**config.mk**
```make
export PLATFORM = sky130hd
export DESIGN_NAME = oversampled_uart_receiver_top
export DESIGN_NICKNAME = d
export VERILOG_FILES = /design/src/rtl/ourx_pkg.sv /design/src/rtl/oversampled_uart_receiver_top.sv
export SDC_FILE = /design/constraint.sdc
export NUM_CORES = 1
export LEC_CHECK = 0
export BUFFER_PORTS_ARGS = -buffer_cell sky130_fd_sc_hd__buf_2
export CORE_MARGIN = 1
export CORE_UTILIZATION = 34
export CTS_BUF_LIST = sky130_fd_sc_hd__clkbuf_16
export CTS_CLUSTER_SIZE = 8
export DETAILED_ROUTE_END_ITERATION = 16
export PLACE_DENSITY = 0.52
export SLEW_MARGIN = 20
export SYNTH_ARGS = -nofsm -noshare
export SYNTH_HDL_FRONTEND = slang
export SYNTH_SLANG_ARGS = --single-unit
```
**constraint.sdc**
```tcl
create_clock -name clk -period 4.75 [get_ports clk]
set_input_delay 0.95 -clock clk [delete_from_list [all_inputs] [get_ports clk]]
set_output_delay 0.95 -clock clk [all_outputs]
set_load 0.01 [all_outputs]
```
**src/rtl/ourx_pkg.sv**
```systemverilog
// Shared types and constants for the oversampled UART receiver.
package ourx_pkg;

  typedef enum logic [1:0] {
    PH_HUNT  = 2'd0,
    PH_START = 2'd1,
    PH_DATA  = 2'd2,
    PH_WAITH = 2'd3
  } line_phase_t;

  localparam int TICK_W   = 5;
  localparam int THRESH_W = 3;
  localparam int IDX_W    = 5;
  localparam int CFG_W    = 5;

  localparam logic [TICK_W-1:0]   SLOT_FIRST   = 5'b1_0000;
  localparam logic [TICK_W-1:0]   MASK_RESET   = 5'b0_1110;
  localparam logic [THRESH_W-1:0] THRESH_RESET = 3'd2;
  localparam logic [7:0]          BIT_FIRST    = 8'h01;

  localparam logic REG_SAMPLE_MASK    = 1'b0;
  localparam logic REG_HIGH_THRESHOLD = 1'b1;

endpackage

```
**src/rtl/oversampled_uart_receiver_top.sv**
```systemverilog
// Oversampled UART receiver: masked majority sampling, eight data bits, byte count limit.
//
//  channel  | direction | tdata fields (lowest bit first)
//  ---------+-----------+-------------------------------------------------------------
//  s_*      | in        | pin_level[0], restart[1], zero pad [7:2]
//  m_*      | out       | byte_valid[0], data_byte[8:1], byte_index[13:9],
//           |           | frame_error[14], buffer_full[15]
//  cfg_*    | in        | index 0 sample_mask[4:0], index 1 high_threshold[2:0]
//
// One sample per cycle while s_tready is high: each transfer is decoded in a
// single pass through the phase/tick logic and lands in the result register at
// the same edge, so the result is offered in the cycle after the input transfer.
// s_tready follows the result register: it is high whenever the register is
// empty or is being drained, so a stalled sink stops input only for as long
// as a result is held. rst (synchronous) restores the register reset values
// and empties the result register.
module oversampled_uart_receiver_top #(
  parameter int MAX_BYTES = 32
) (
  input  logic        clk,
  input  logic        rst,
  // pin_level[0], restart[1], zero pad [7:2]
  input  logic [7:0]  s_tdata,
  input  logic        s_tvalid,
  output logic        s_tready,
  // byte_valid[0], data_byte[8:1], byte_index[13:9], frame_error[14], buffer_full[15]
  output logic [15:0] m_tdata,
  output logic        m_tvalid,
  input  logic        m_tready,
  input  logic        cfg_we,
  input  logic        cfg_index,
  input  logic [ourx_pkg::CFG_W-1:0] cfg_wdata
);

  localparam int CNT_W = $clog2(MAX_BYTES + 1);

  // Configuration registers
  logic [ourx_pkg::TICK_W-1:0]   sample_mask;
  logic [ourx_pkg::THRESH_W-1:0] high_threshold;

  // Reception state
  ourx_pkg::line_phase_t         line_phase, line_phase_next;
  logic [ourx_pkg::TICK_W-1:0]   tick_slot, tick_slot_next;
  logic [7:0]                    bit_slot, bit_slot_next;
  logic [ourx_pkg::THRESH_W-1:0] high_count, high_count_next;
  logic [7:0]                    shift_byte, shift_byte_next;
  logic [CNT_W-1:0]              bytes_received, bytes_received_next;
  logic                          full_flag, full_flag_next;

  // Result fields of the current sample
  logic                        res_valid;
  logic [7:0]                  res_data;
  logic [ourx_pkg::IDX_W-1:0]  res_index;
  logic                        res_ferr;

  // Window evaluation helpers
  logic [ourx_pkg::THRESH_W-1:0] count_inc;
  logic [ourx_pkg::TICK_W-1:0]   tick_shift;
  logic                          bit_high;

  logic pin_level, restart, in_xfer;

  assign pin_level = s_tdata[0];
  assign restart   = s_tdata[1];
  assign s_tready  = !m_tvalid || m_tready;
  assign in_xfer   = s_tvalid && s_tready;

  // Configuration writes
  always_ff @(posedge clk) begin
    if (rst) begin
      sample_mask    <= ourx_pkg::MASK_RESET;
      high_threshold <= ourx_pkg::THRESH_RESET;
    end else if (cfg_we) begin
      unique case (cfg_index)
        ourx_pkg::REG_SAMPLE_MASK:    sample_mask    <= cfg_wdata;
        ourx_pkg::REG_HIGH_THRESHOLD: high_threshold <= cfg_wdata[ourx_pkg::THRESH_W-1:0];
        default: ;
      endcase
    end
  end

  // Count a high sample when its tick slot is selected by the mask, then advance the slot
  assign count_inc  = high_count + ourx_pkg::THRESH_W'(pin_level && |(tick_slot & sample_mask));
  assign tick_shift = tick_slot >> 1;
  assign bit_high   = count_inc >= high_threshold;

  // Next state and result for one sample
  always_comb begin
    line_phase_next     = line_phase;
    tick_slot_next      = tick_slot;
    bit_slot_next       = bit_slot;
    high_count_next     = high_count;
    shift_byte_next     = shift_byte;
    bytes_received_next = bytes_received;
    full_flag_next      = full_flag;
    res_valid           = 1'b0;
    res_data            = '0;
    res_index           = '0;
    res_ferr            = 1'b0;

    if (restart) begin
      // Reinitialise the reception state; the sample is dropped
      line_phase_next     = ourx_pkg::PH_HUNT;
      tick_slot_next      = ourx_pkg::SLOT_FIRST;
      bit_slot_next       = ourx_pkg::BIT_FIRST;
      high_count_next     = '0;
      shift_byte_next     = '0;
      bytes_received_next = '0;
      full_flag_next      = 1'b0;
    end else if (!full_flag) begin
      unique case (line_phase) inside
        ourx_pkg::PH_HUNT: begin
          // A low level opens a four-tick start window
          if (!pin_level) begin
            line_phase_next = ourx_pkg::PH_START;
            high_count_next = '0;
            tick_slot_next  = ourx_pkg::SLOT_FIRST >> 1;
          end
        end
        ourx_pkg::PH_WAITH: begin
          if (pin_level) line_phase_next = ourx_pkg::PH_HUNT;
        end
        ourx_pkg::PH_START, ourx_pkg::PH_DATA: begin
          high_count_next = count_inc;
          tick_slot_next  = tick_shift;
          if (tick_shift == '0) begin
            // End of a bit window: decide the bit
            tick_slot_next  = ourx_pkg::SLOT_FIRST;
            high_count_next = '0;
            if (line_phase == ourx_pkg::PH_START) begin
              if (!bit_high) begin
                line_phase_next = ourx_pkg::PH_DATA;
                shift_byte_next = '0;
                bit_slot_next   = ourx_pkg::BIT_FIRST;
              end else begin
                line_phase_next = ourx_pkg::PH_HUNT;
              end
            end else if (bit_slot != '0) begin
              if (bit_high) shift_byte_next = shift_byte | bit_slot;
              bit_slot_next = bit_slot << 1;
            end else begin
              // Stop bit
              if (bit_high) begin
                res_valid           = 1'b1;
                res_data            = shift_byte;
                res_index           = ourx_pkg::IDX_W'(bytes_received);
                bytes_received_next = bytes_received + CNT_W'(1);
                line_phase_next     = ourx_pkg::PH_HUNT;
              end else begin
                res_ferr        = 1'b1;
                line_phase_next = ourx_pkg::PH_WAITH;
              end
              if (bytes_received_next >= CNT_W'(MAX_BYTES)) full_flag_next = 1'b1;
            end
          end
        end
        default: ;
      endcase
    end
  end

  // State register: advance only on an input transfer
  always_ff @(posedge clk) begin
    if (rst) begin
      line_phase     <= ourx_pkg::PH_HUNT;
      tick_slot      <= ourx_pkg::SLOT_FIRST;
      bit_slot       <= ourx_pkg::BIT_FIRST;
      high_count     <= '0;
      shift_byte     <= '0;
      bytes_received <= '0;
      full_flag      <= 1'b0;
    end else if (in_xfer) begin
      line_phase     <= line_phase_next;
      tick_slot      <= tick_slot_next;
      bit_slot       <= bit_slot_next;
      high_count     <= high_count_next;
      shift_byte     <= shift_byte_next;
      bytes_received <= bytes_received_next;
      full_flag      <= full_flag_next;
    end
  end

  // Result register: load on input transfer, hold while the sink stalls
  always_ff @(posedge clk) begin
    if (rst) begin
      m_tvalid <= 1'b0;
    end else if (in_xfer) begin
      m_tvalid <= 1'b1;
    end else if (m_tready) begin
      m_tvalid <= 1'b0;
    end
  end

  always_ff @(posedge clk) begin
    if (in_xfer) begin
      m_tdata <= {full_flag_next, res_ferr, res_index, res_data, res_valid};
    end
  end

endmodule

```
==> results.yml <==
status:
  status: "completed"
floorplan:
  io_pins: 37
  die_h_um: 91.75
  die_w_um: 91.75
  die_area_sq_mm: 0.008418
  core-area_sq_mm: 0.007767
  rows: 32
  start_util: 0.3526
min_path:
  holdPathStages: 2
  min_from: "high_threshold[2]$_SDFFE_PP0P_"
  hp-class: "reg -> reg"
  min_to: "high_threshold[2]$_SDFFE_PP0P_"
global_routing:
  antenna_found_initial: 0
  grt_usage: 0.1484
  grt_pass1_vias: 1968
  grt_pass1_wl_mm: 9.818
  grt_start_max_net_pins: 22
  grt_overflow: 0
cells_and_area:
  antennaDiodeCount: 0
  mostFrequentLayoutCells: "dfxtp_1, buf_2, nand2_1"
  finalNetCount: 344
  layout-drive-gt1-share: 0.1713
  final_core_util: 0.4187
  area_growth_pct: 18.73
  fillers: 794
  layout_commonest_cell: "dfxtp_1"
  finalNonFillerCells: 423
yosys:
  ys_warn_count: 0
  synth_area_sq_mm: 0.002739
  yosys-top-cells-area: "dfxtp_1, edfxtp_1, nand3_1, ha_1, nand2_1"
  synth_cells: 286
  synth_top_family_by_area: "simple AND/OR/NAND/NOR gates"
  syn-num-nets: 314
  syn_area_per_cell_sq_um: 9.576
  async_flop_share: 0
  netlist.area_leader.share: 0.3070
  synth.largest_area_cell: "dfxtp_1"
  synth_seq_cells: 58
  synth-simple-area-share: 0.2622
  ys_types: 49
  synthMuxAreaShare: 0.03289
  synth-edff-count: 16
  synth-compound-area-share: 0.1393
  synth_fa_ha_area_frac: 0.04111
  yosys_most_used_dff: "dfxtp_1"
  synth-xor-area-share: 0.003198
  ys_seq_area_frac: 0.4824
power:
  ir_drop_mv: 0.1705
  power.total_mw: 1.249
  p_leak_nw: 1.232
  powerDensity_mw_per_mm2: 384.1
worst_setup_path:
  cp_slowest_cell: "o22ai_1"
  critPathLaunchType: "primary input"
  crit_family: "compound AO/OA/AOI/OAI gates"
  cp_cell_sequence: "buf_2, a21boi_0, ha_1, ha_1, xor2_1, ha_1, a21oi_1, o21ai_0, buf_4, o22ai_1, nor4b_1, o21a_1"
  timing.rr.end: "shift_byte[6]$_SDFFE_PP0P_"
  crit_arrival_ns: 3.63
  critPathMaxFanout: 12
  rr_startpoint: "tick_slot[1]$_SDFFE_PP0P_"
  max_stage_delay_ns: 0.61
  cp-end-kind: "register"
  crit_buf_inv: 2
  r2r.worst_path.cells: 12
  worst-r2r-setup-slack_ns: 1.44
  crit_top_cell: "ha_1"
  criticalPathCategory: "in -> reg"
  crit_required_ns: 4.96
routing:
  wl_met1_mm: 2.920
  drt_wl_total_mm: 5.648
  via_per_inst: 4.991
  top_layer_used: "met4"
  dr_total_vias: 2111
  first_iter_violations: 79
  drcViolationCount: 0
  dr.pass1.iters: 4
  detail-route-antenna-nets: 0
  route.met3.wl_um: 185
  dr_wl_met2_mm: 2.435
  routedWlPerCell_um: 13.35
sta:
  period_needed_ns: 3.413
  hold_viol: 0
  max_slew_margin: 0.4615
  slew_viol_final: 0
  grt_setup_unrepaired: "false"
  setup_tns_ns: 0
  post-route-period-util: 0.7185
  holdWs_ns: 0.4561
  worst_pin_slew_ns: 0.8078
  setup_violations: 0
  max_freq_mhz: 293.0
  finClkSkew_ns: 0.004869
clocking:
  ctsResizeCount: 0
  cts_hold_buf: 0
  cts_tree: "built"
  cts_buffers: 9
  worstSkewPairLatency_ns: 0.32
  clk_pin_slew_ns: 0.05
  clockBufferDepth: 2
  post-cts-setup-buffer-count: 0
  htreeDepth: 3
  cts_root_buf: "clkbuf_16"
  numClockSinks: 58
placed_design:
  hpwl_mm: 3.884
  post-place-cells: 407
  routabilityCongestion: 0.7696
  io_buffers: 30
flow_run:
  drv_cap: 0
metrics by stage:
step / cell area [sq um] / worst slack [ns]
after floorplan: 2739 / 1.457
after global placement: 2967 / 1.048
after detailed placement: 2967 / 1.021
after CTS: 3252 / 1.345
after global routing: 3252 / 1.031
final: 3252 / 1.337
flip-flops by register name (all words and copies together) (netlist names), 2 cells and up:
signal          cells
high_threshold      3
shift_byte          8
line_phase          2
bit_slot            8
tick_slot           5
sample_mask         5
m_tdata            16
high_count          3
bytes_received      6
cells by family after synthesis:
logic type               after synthesis
adder cells (fa/ha/maj)                9
multiplexers                           9
AND/OR/NAND/NOR                      124
AO/OA/AOI/OAI                         60
flip-flops                            58
XOR/XNOR                               1
buffers and inverters                 25
synth_stat cells (3+ instances only):
library cell  instances
a21oi_1              21
and2_1               15
and3_1                3
buf_2                 4
clkbuf_1              7
dfxtp_1              42
edfxtp_1             16
ha_1                  9
inv_1                12
mux2i_1               9
nand2_1              29
nand2b_1              8
nand3_1              26
nand4_1               3
nor2_1                8
nor2b_1               3
nor3_1                5
nor4_1                5
nor4b_1               5
o21a_1               10
o21ai_0               9
layer usage:
| metal | vias up | GRT usage |
|---|---|---|
| li1 | 1102 | - |
| met1 | 959 | 0.2041 |
| met4 | 0 | 0.06380 |
| met3 | 8 | 0.03731 |
| met2 | 42 | 0.2199 |
| met5 | - | 0 |
worst register-to-register path: stages, from the launching register on:
cell and delay, ns:
dfxtp_1 0.35, a222oi_1 0.32, a21boi_0 0.16, ha_1 0.21, ha_1 0.22, xor2_1 0.16, ha_1 0.29, a21oi_1 0.22
o21ai_0 0.12, buf_4 0.19, o22ai_1 0.62, nor4b_1 0.14, o21a_1 0.20
final cells by class:
class	instances	area, sq um	share of cell area
tap	102	127.6	0.03925
clock buffer	9	225.2	0.06926
clock inverter	7	60.06	0.01847
inverter	13	48.80	0.01501
timing repair buffer	31	157.7	0.04848
multi-input combinational	203	1311	0.4032
sequential	58	1321	0.4063
worst max path at each step:
| stage | startpoint | to | slack [ns] | cells past startpoint |
|---|---|---|---|---|
| global route | s_tdata[0] | shift_byte[6]$_SDFFE_PP0P_ | 1.03 | 12 |
| global placement | s_tdata[0] | shift_byte[4]$_SDFFE_PP0P_ | 1.05 | 12 |
| CTS | s_tdata[0] | shift_byte[6]$_SDFFE_PP0P_ | 1.35 | 12 |
| floorplan | s_tdata[0] | shift_byte[2]$_SDFFE_PP0P_ | 1.46 | 11 |
| finish | s_tdata[0] | shift_byte[6]$_SDFFE_PP0P_ | 1.34 | 12 |
| detailed placement | s_tdata[0] | shift_byte[6]$_SDFFE_PP0P_ | 1.02 | 12 |
where the power goes:
part           switching [mW]  internal [mW]  total, mW
Combinational          0.0694         0.0356      0.105
Sequential            0.00797          0.523      0.531
Clock                   0.215          0.398      0.613
Power figures use the tool's default switching activity.
